<file path="config.mk">
export PLATFORM = sky130hd
export DESIGN_NAME = fat_boot_sector_layout_unit
export DESIGN_NICKNAME = d
export VERILOG_FILES = /design/src/rtl/core/fbsl_pkg.sv /design/src/rtl/core/fat_boot_sector_layout_unit.sv /design/src/rtl/core/fbsl_bpb_reg.sv /design/src/rtl/core/fbsl_layout.sv
export SDC_FILE = /design/constraint.sdc
export NUM_CORES = 2
export LEC_CHECK = 0
export ABC_CLOCK_PERIOD_IN_PS = 11750
export BUFFER_PORTS_ARGS = -buffer_cell sky130_fd_sc_hd__buf_2
export CAP_MARGIN = 20
export CORE_MARGIN = 3
export CORE_UTILIZATION = 50
export DETAILED_ROUTE_END_ITERATION = 8
export GPL_TIMING_DRIVEN = 0
export PLACE_DENSITY_LB_ADDON = 0.2
export SYNTH_ARGS = -nofsm -noshare
export SYNTH_HDL_FRONTEND = slang
export SYNTH_SLANG_ARGS = --single-unit
export TNS_END_PERCENT = 5
</file>
<file path="constraint.sdc">
create_clock -name clk_i -period 11.75 [get_ports clk_i]
set_input_delay 0 -clock clk_i [delete_from_list [all_inputs] [get_ports clk_i]]
set_output_delay 0 -clock clk_i [all_outputs]
set_load 0.01 [all_outputs]
</file>
<file path="src/rtl/core/fbsl_pkg.sv">
// ----------------------------------------------------------------------------
// FAT boot sector layout package
// Shared types and constants for the boot sector check and layout unit.
// ----------------------------------------------------------------------------
`default_nettype none

package fbsl_pkg;

  // Configuration register indexes.
  localparam int unsigned CFG_IDX_W = 1;
  localparam logic [CFG_IDX_W-1:0] CFG_DEVICE_SECTORS = 1'b0;
  localparam logic [CFG_IDX_W-1:0] CFG_FAT12_LIMIT    = 1'b1;
  localparam int unsigned CFG_DATA_W = 64;

  // Reset value of the FAT12 cluster limit.
  localparam logic [27:0] FAT12_LIMIT_RESET = 28'd4084;

  // Accepted logical sector sizes.
  localparam logic [15:0] SECTOR_512  = 16'd512;
  localparam logic [15:0] SECTOR_1024 = 16'd1024;
  localparam logic [15:0] SECTOR_2048 = 16'd2048;
  localparam logic [15:0] SECTOR_4096 = 16'd4096;

  // FAT entry widths.
  localparam logic [5:0] FAT_W12 = 6'd12;
  localparam logic [5:0] FAT_W16 = 6'd16;
  localparam logic [5:0] FAT_W32 = 6'd32;

  // Volume size limit in device sectors.
  localparam logic [35:0] VOLUME_SECTOR_MAX = 36'h1_0000_0000;

  // One boot sector parameter block request.
  typedef struct packed {
    logic [15:0] sector_bytes;
    logic [7:0]  cluster_sectors;
    logic [15:0] reserved_count;
    logic [7:0]  fat_copies;
    logic [15:0] total_small;
    logic [31:0] total_large;
    logic [15:0] fat_size_small;
    logic [31:0] fat_size_large;
    logic [15:0] root_entry_count;
    logic [31:0] root_start_cluster;
  } bpb_t;

  // One layout result.
  typedef struct packed {
    logic        valid_res;
    logic [5:0]  fat_width;
    logic [31:0] volume_sectors;
    logic [31:0] sectors_per_fat;
    logic [31:0] data_start;
    logic [31:0] clusters;
    logic [31:0] root_cluster_out;
    logic [31:0] root_sector;
    logic [15:0] root_entries_out;
  } layout_t;

endpackage

`default_nettype wire

</file>
<file path="src/rtl/core/fat_boot_sector_layout_unit.sv">
// ----------------------------------------------------------------------------
// FAT boot sector layout unit
// Checks a FAT boot sector parameter block and reports the volume layout.
// ----------------------------------------------------------------------------
// The unit takes one parameter block request per clock cycle unless stalled and
// returns one result per request, in order: a request accepted at a clock edge
// is captured in an input register, checked and laid out by combinational
// logic, and loaded into the result register when that register is free or
// taken; the result is held there until taken. A waiting result stalls the
// input only while the result register stays full. The clock rate is bounded
// by the layout logic, whose longest path is the 8 by 32 bit FAT size product
// followed by the data start sum, its compare with the volume size and the
// cluster count compare.
// The user must write device size and the FAT12 cluster limit through the
// register port while no request is in flight; the unit does not enforce this.
`default_nettype none

module fat_boot_sector_layout_unit #(
  parameter int unsigned DEVICE_SECTOR_BYTES = 512
) (
  input  wire                                 clk_i,
  input  wire                                 rst_ni,
  // Register port.
  input  wire                                 cfg_we_i,
  input  wire  [fbsl_pkg::CFG_IDX_W-1:0]      cfg_index_i,
  input  wire  [fbsl_pkg::CFG_DATA_W-1:0]     cfg_data_i,
  // Parameter block request channel.
  input  wire                                 in_valid_i,
  output logic                                in_ready_o,
  input  wire  [15:0]                         sector_bytes_i,
  input  wire  [7:0]                          cluster_sectors_i,
  input  wire  [15:0]                         reserved_count_i,
  input  wire  [7:0]                          fat_copies_i,
  input  wire  [15:0]                         total_small_i,
  input  wire  [31:0]                         total_large_i,
  input  wire  [15:0]                         fat_size_small_i,
  input  wire  [31:0]                         fat_size_large_i,
  input  wire  [15:0]                         root_entry_count_i,
  input  wire  [31:0]                         root_start_cluster_i,
  // Layout result channel.
  output logic                                out_valid_o,
  input  wire                                 out_ready_i,
  output logic                                valid_res_o,
  output logic [5:0]                          fat_width_o,
  output logic [31:0]                         volume_sectors_o,
  output logic [31:0]                         sectors_per_fat_o,
  output logic [31:0]                         data_start_o,
  output logic [31:0]                         clusters_o,
  output logic [31:0]                         root_cluster_out_o,
  output logic [31:0]                         root_sector_o,
  output logic [15:0]                         root_entries_out_o
);
  import fbsl_pkg::*;

  logic [63:0] dev_sectors_q;
  logic [27:0] fat12_limit_q;
  bpb_t        in_bpb;
  bpb_t        s1_bpb;
  logic        s1_valid;
  logic        s1_ready;
  layout_t     s1_res;
  logic        out_valid_q, out_valid_d;
  layout_t     out_res_q;

  // Configuration registers.
  always_ff @(posedge clk_i or negedge rst_ni) begin
    if (!rst_ni) begin
      dev_sectors_q <= 64'd0;
      fat12_limit_q <= FAT12_LIMIT_RESET;
    end else if (cfg_we_i) begin
      case (cfg_index_i)
        CFG_DEVICE_SECTORS: dev_sectors_q <= cfg_data_i;
        CFG_FAT12_LIMIT:    fat12_limit_q <= cfg_data_i[27:0];
        default: begin
        end
      endcase
    end
  end

  // Gather the request fields.
  always_comb begin
    in_bpb.sector_bytes        = sector_bytes_i;
    in_bpb.cluster_sectors     = cluster_sectors_i;
    in_bpb.reserved_count      = reserved_count_i;
    in_bpb.fat_copies          = fat_copies_i;
    in_bpb.total_small         = total_small_i;
    in_bpb.total_large         = total_large_i;
    in_bpb.fat_size_small      = fat_size_small_i;
    in_bpb.fat_size_large      = fat_size_large_i;
    in_bpb.root_entry_count    = root_entry_count_i;
    in_bpb.root_start_cluster  = root_start_cluster_i;
  end

  fbsl_bpb_reg u_bpb_reg (
    .clk_i      (clk_i),
    .rst_ni     (rst_ni),
    .in_valid_i (in_valid_i),
    .in_ready_o (in_ready_o),
    .in_bpb_i   (in_bpb),
    .s1_valid_o (s1_valid),
    .s1_ready_i (s1_ready),
    .s1_bpb_o   (s1_bpb)
  );

  fbsl_layout #(
    .DEVICE_SECTOR_BYTES (DEVICE_SECTOR_BYTES)
  ) u_layout (
    .bpb_i            (s1_bpb),
    .device_sectors_i (dev_sectors_q),
    .fat12_limit_i    (fat12_limit_q),
    .res_o            (s1_res)
  );

  // Result register: refills in the cycle its content is taken.
  assign s1_ready    = !out_valid_q || out_ready_i;
  assign out_valid_d = s1_ready ? s1_valid : out_valid_q;

  always_ff @(posedge clk_i or negedge rst_ni) begin
    if (!rst_ni) begin
      out_valid_q <= 1'b0;
    end else begin
      out_valid_q <= out_valid_d;
    end
  end

  always_ff @(posedge clk_i) begin
    if (s1_valid && s1_ready) begin
      out_res_q <= s1_res;
    end
  end

  assign out_valid_o        = out_valid_q;
  assign valid_res_o        = out_res_q.valid_res;
  assign fat_width_o        = out_res_q.fat_width;
  assign volume_sectors_o   = out_res_q.volume_sectors;
  assign sectors_per_fat_o  = out_res_q.sectors_per_fat;
  assign data_start_o       = out_res_q.data_start;
  assign clusters_o         = out_res_q.clusters;
  assign root_cluster_out_o = out_res_q.root_cluster_out;
  assign root_sector_o      = out_res_q.root_sector;
  assign root_entries_out_o = out_res_q.root_entries_out;

endmodule

`default_nettype wire

</file>
<file path="src/rtl/core/fbsl_bpb_reg.sv">
// ----------------------------------------------------------------------------
// Parameter block input register
// Captures one request per cycle and holds it while the next stage stalls.
// ----------------------------------------------------------------------------
`default_nettype none

module fbsl_bpb_reg (
  input  wire                 clk_i,
  input  wire                 rst_ni,
  input  wire                 in_valid_i,
  output logic                in_ready_o,
  input  wire fbsl_pkg::bpb_t in_bpb_i,
  output logic                s1_valid_o,
  input  wire                 s1_ready_i,
  output fbsl_pkg::bpb_t      s1_bpb_o
);
  import fbsl_pkg::*;

  logic valid_q, valid_d;
  bpb_t bpb_q;

  // The register frees up whenever its content moves on in the same cycle.
  assign in_ready_o = !valid_q || s1_ready_i;
  assign valid_d    = in_ready_o ? in_valid_i : valid_q;

  always_ff @(posedge clk_i or negedge rst_ni) begin
    if (!rst_ni) begin
      valid_q <= 1'b0;
    end else begin
      valid_q <= valid_d;
    end
  end

  // Payload loads only on an accepted request.
  always_ff @(posedge clk_i) begin
    if (in_valid_i && in_ready_o) begin
      bpb_q <= in_bpb_i;
    end
  end

  assign s1_valid_o = valid_q;
  assign s1_bpb_o   = bpb_q;

endmodule

`default_nettype wire

</file>
<file path="src/rtl/core/fbsl_layout.sv">
// ----------------------------------------------------------------------------
// Parameter block check and layout logic
// Combinational checks and layout arithmetic for one parameter block.
// ----------------------------------------------------------------------------
`default_nettype none

module fbsl_layout #(
  parameter int unsigned DEVICE_SECTOR_BYTES = 512
) (
  input  wire fbsl_pkg::bpb_t bpb_i,
  input  wire  [63:0]         device_sectors_i,
  input  wire  [27:0]         fat12_limit_i,
  output fbsl_pkg::layout_t   res_o
);
  import fbsl_pkg::*;

  // Logical sectors to device sectors, one factor per accepted sector size.
  localparam int unsigned RATIO_512  = 512 / DEVICE_SECTOR_BYTES;
  localparam int unsigned RATIO_1024 = 1024 / DEVICE_SECTOR_BYTES;
  localparam int unsigned RATIO_2048 = 2048 / DEVICE_SECTOR_BYTES;
  localparam int unsigned RATIO_4096 = 4096 / DEVICE_SECTOR_BYTES;

  logic        sec_ok, clus_ok, count_ok, vol_ok, fat_ok, span_ok, ok;
  logic [3:0]  bshift;
  logic [3:0]  ratio;
  logic [2:0]  cshift;
  logic [31:0] total;
  logic [35:0] psec;
  logic        is_fat32;
  logic [31:0] fatsz;
  logic [21:0] rds_sum;
  logic [21:0] rds;
  logic [39:0] fats;
  logic [40:0] meta_end;
  logic [40:0] dstart;
  logic [31:0] ncl;
  logic [5:0]  width;

  // Sector size decode: shift and device sector factor.
  always_comb begin
    sec_ok = 1'b1;
    bshift = 4'd9;
    ratio  = 4'(RATIO_512);
    case (bpb_i.sector_bytes)
      SECTOR_512: begin
        bshift = 4'd9;
        ratio  = 4'(RATIO_512);
      end
      SECTOR_1024: begin
        bshift = 4'd10;
        ratio  = 4'(RATIO_1024);
      end
      SECTOR_2048: begin
        bshift = 4'd11;
        ratio  = 4'(RATIO_2048);
      end
      SECTOR_4096: begin
        bshift = 4'd12;
        ratio  = 4'(RATIO_4096);
      end
      default: begin
        sec_ok = 1'b0;
      end
    endcase
  end

  // Cluster size must be a single set bit; its position is the shift.
  always_comb begin
    cshift = 3'd0;
    for (int i = 0; i < 8; i++) begin
      if (bpb_i.cluster_sectors[i]) begin
        cshift = 3'(i);
      end
    end
    clus_ok = (bpb_i.cluster_sectors != 8'd0) &&
              ((bpb_i.cluster_sectors & (bpb_i.cluster_sectors - 8'd1)) == 8'd0);
  end

  assign count_ok = (bpb_i.reserved_count != 16'd0) && (bpb_i.fat_copies != 8'd0);

  // Volume size, checked in device sectors.
  assign total  = (bpb_i.total_small != 16'd0) ? {16'd0, bpb_i.total_small}
                                               : bpb_i.total_large;
  assign psec   = 36'(total) * 36'(ratio);
  assign vol_ok = (psec != 36'd0) && (psec <= VOLUME_SECTOR_MAX) &&
                  ({28'd0, psec} <= device_sectors_i);

  // FAT size: the small field wins when set.
  assign is_fat32 = (bpb_i.fat_size_small == 16'd0);
  assign fatsz    = is_fat32 ? bpb_i.fat_size_large : {16'd0, bpb_i.fat_size_small};
  assign fat_ok   = !is_fat32 || (bpb_i.fat_size_large != 32'd0);

  // Root directory sectors, rounded up to whole sectors.
  assign rds_sum = {1'b0, bpb_i.root_entry_count, 5'd0} +
                   {6'd0, bpb_i.sector_bytes} - 22'd1;
  assign rds     = rds_sum >> bshift;

  // Data area start and cluster count.
  assign fats     = 40'(bpb_i.fat_copies) * 40'(fatsz);
  assign meta_end = 41'(bpb_i.reserved_count) + 41'(fats);
  assign dstart   = meta_end + 41'(rds);
  assign span_ok  = dstart < 41'(total);
  assign ncl      = (total - dstart[31:0]) >> cshift;

  assign width = is_fat32 ? FAT_W32
               : ((ncl <= {4'd0, fat12_limit_i}) ? FAT_W12 : FAT_W16);

  assign ok = sec_ok && clus_ok && count_ok && vol_ok && fat_ok && span_ok;

  // An invalid block reports all fields as zero.
  always_comb begin
    res_o = '0;
    if (ok) begin
      res_o.valid_res       = 1'b1;
      res_o.fat_width       = width;
      res_o.volume_sectors  = total;
      res_o.sectors_per_fat = fatsz;
      res_o.data_start      = dstart[31:0];
      res_o.clusters        = ncl;
      if (is_fat32) begin
        res_o.root_cluster_out = bpb_i.root_start_cluster;
      end else begin
        res_o.root_sector      = meta_end[31:0];
        res_o.root_entries_out = bpb_i.root_entry_count;
      end
    end
  end

endmodule

`default_nettype wire

</file>
==> summary.md <==
| Metric | Value |
|---|---|
| Htree depth | 2 |
| Io pins | 479 |
| Area grow syn2layout | 25.1% |
| Post-Syn Area per Cell | 10.0 um^2 |
| Crit path kind | register to register |
| Final WS setup | 0.201 ns |
| GR peak layer | met2 |
| Setup TNS after final layout | 0 ns |
| Vias | 31100 |
| WL/cell | 20.4 um |
| Rows | 100 |
| Routed Antenna Nets | 0 |
| Worst slew pin tran | 0.912 ns |
| Top cells by area, synth | edfxtp_1 (32%), fa_1 (14%), ha_1 (9.4%) |
| Commonest non-fill, non-tap cell in the layout | inv_1 |
| Remaining DRCs | 0 |
| Unrepaired setup endpoints after global routing | true |
| Yosys cell types | 98 |
| Hold/Removal Path Class | input port to register |
| Later-pin clock latency in the skew report | 0.63 ns |
| Required @ worst endpoint | 12.09 ns |
| Pre-CTS WS | -2.37 ns |
| Fraction of layout cells with a size suffix above 1 | 18.9% |
| Port bufs | 476 |
| Slew HR | 38.6% |
| GR Util met2 | 48.8% |
| Max stage delay on crit path | 0.53 ns |
| Flops & latches, synth | 498 |
| Detailed Route WL | 116000 um |
| Worst EP arrival | 11.89 ns |
| Layout Nets | 5479 |
| Fin util | 63.6% |
| Antenna violations before repair | 4 |
| Starting Density | 50.8% |
| Synth Instances | 3815 |
| Clock skew | 0.0277 ns |
| Synth warn | 0 |
| Fin crit share | 98.3% |
| Met1 usage | 37.1% |
| Most frequent cells in the layout | inv_1 (508), buf_2 (494), edfxtp_1 (404) |
| GR met3 Demand/Resource | 4.83% |
| DR iter-0 viols | 2083 |
| Reg clk slew, reported paths | 0.06 ns |
| Core area | 75100 um^2 |
| Delay-heaviest family, CP | adder cells |
| Clock Path Buffers | 3 |
| Share of Yosys cell area claimed by the top area cell type | 31.8% |
| Root Buffer | clkbuf_16 |
| CTS tree | done |
| Commonest register cell after synthesis | edfxtp_1 |
| Max Cap Viol | 0 |
| Largest area contributor in the netlist | edfxtp_1 |
| Die width | 282 um |
| Post-synth EDFFs | 404 |
| DPL Wire Length | 89600 um |
| Max Clock Freq | 86.6 MHz |
| Crit-path most repeated cell | inv_1 |
| Fillers | 6045 |
| Hold Fails Final Rpt | 0 |
| Global route total overflow | 0 |
| Register area share after synthesis | 38.0% |
| Setup-failing EPs final | 0 |
| Critical Path Start Type | register |
| Die height | 282 um |
| Clk sinks | 498 |
| Nature of the critical path endpoint | register |
| Largest net degree at the start of global routing | 73 |
| Die ar. | 79700 um^2 |
| Cell area after synthesis | 38200 um^2 |
| Routability congestion estimate | 0.953 |
| All-Layer GR Usage | 28.5% |
| Vias in the first global route | 30900 |
| CP max stage cell | fa_1 |
| Synth async-reset ratio | 18.9% |
| Drt via density | 5.48 |
| Num CTS Buffers | 54 |
| Final max-slew violation count | 0 |
| CP max FO | 8 |
| CP Buf/Inv Count | 10 |
| Drt pass-1 iters | 6 |
| Min Tclk post-route | 11.55 ns |
| First-pass GRT wire length | 175000 um |
| Status | complete, no violations |
## path summary, 6_finish.rpt
| kind | to | slack [ns] | startpoint | cells past startpoint |
|---|---|---|---|---|
| setup / recovery | fat_width_o[4] | 0.20 | u_bpb_reg.s1_bpb_o[89] | 53 |
| hold / removal | u_bpb_reg.s1_bpb_o[135] | 0.07 | total_small_i[7] | 2 |
| setup reg to reg | fat_width_o[4] | 0.20 | u_bpb_reg.s1_bpb_o[89] | 53 |
| hold reg to reg | out_valid_o | 0.50 | u_bpb_reg.s1_valid_o | 1 |
| max in group asynchronous | dev_sectors_q[37] | 10.51 | rst_ni | 5 |
| min in group asynchronous | dev_sectors_q[51] | 0.47 | rst_ni | 4 |
## final cells by class
type,count,area (um^2),share of cell area (%)
multi-input combinational,2647,21900,45.9
sequential,498,14500,30.4
timing repair buffer,803,5670,11.9
inverter,512,1920,4.03
clock buffer,65,1440,3.01
tap,969,1210,2.54
buffer,155,702,1.47
clock inverter,36,380,0.797
antenna,2,5.00,0.0105
## cell families after synthesis
logic type | count (synthesis) | synth area share [%]
XOR/XNOR | 126 | 2.93
flip-flops | 498 | 38.0
AND/OR/NAND/NOR | 1288 | 16.5
adder cells (fa/ha/maj) | 547 | 23.0
other | 1 | 0.00983
buffers and inverters | 672 | 6.80
AO/OA/AOI/OAI | 576 | 9.72
multiplexers | 107 | 3.06
## timing repair
action	in CTS	in global routing
gates cloned	1	0
endpoints found under the setup margin	212	160
pin swaps	22	38
buffers inserted	28	25
hold endpoints to repair	381	0
hold buffers	262	0
gates resized for setup	79	86
## layer usage
layer	share of wire (%)	routed length (um)
met5	0.011	13
met4	3.7	4240
met3	6.5	7580
met2	49	56300
met1	41	47900
## Yosys cell counts, types with 21 or more instances
master    count
nand4_1      41
nor4_1       45
or3_1        22
a21o_1       59
and3_1      109
nand2_1     375
nor3_1       46
mux2i_1      38
o21ai_0     131
mux2_2       67
nor2b_1     119
nor2_1      325
nand3_1      60
and2_1       45
a21oi_1     179
fa_1        258
edfxtp_1    404
inv_1       510
clkbuf_1    122
dfrtp_1      85
xor2_1       33
ha_1        288
buf_2        21
xnor2_1      91
nand2b_1     46
o21a_1       30
## per-stage QoR
step                      instances  area, um^2  hold slack (ns)
after floorplan                3817       38200           -0.296
after global placement         5262       41800            0.177
after detailed placement       5271       42000          -0.0790
after CTS                      5660       47100           0.0451
after global routing           5685       47700           0.0640
final                          5687       47700           0.0706
## flip-flops by register name, summed over array words and instances (netlist names)
name	count
root_sector_o	32
fat_width_o	3
out_valid_o	1
u_bpb_reg.s1_valid_o	1
clusters_o	32
sectors_per_fat_o	32
dev_sectors_q	64
u_bpb_reg.s1_bpb_o	192
root_cluster_out_o	32
fat12_limit_q	28
volume_sectors_o	32
root_entries_out_o	16
valid_res_o	1
data_start_o	32
Power is left out: the tool's default activity adds up to more than one toggle a clock period on the data nets, which glitch-free logic cannot reach.
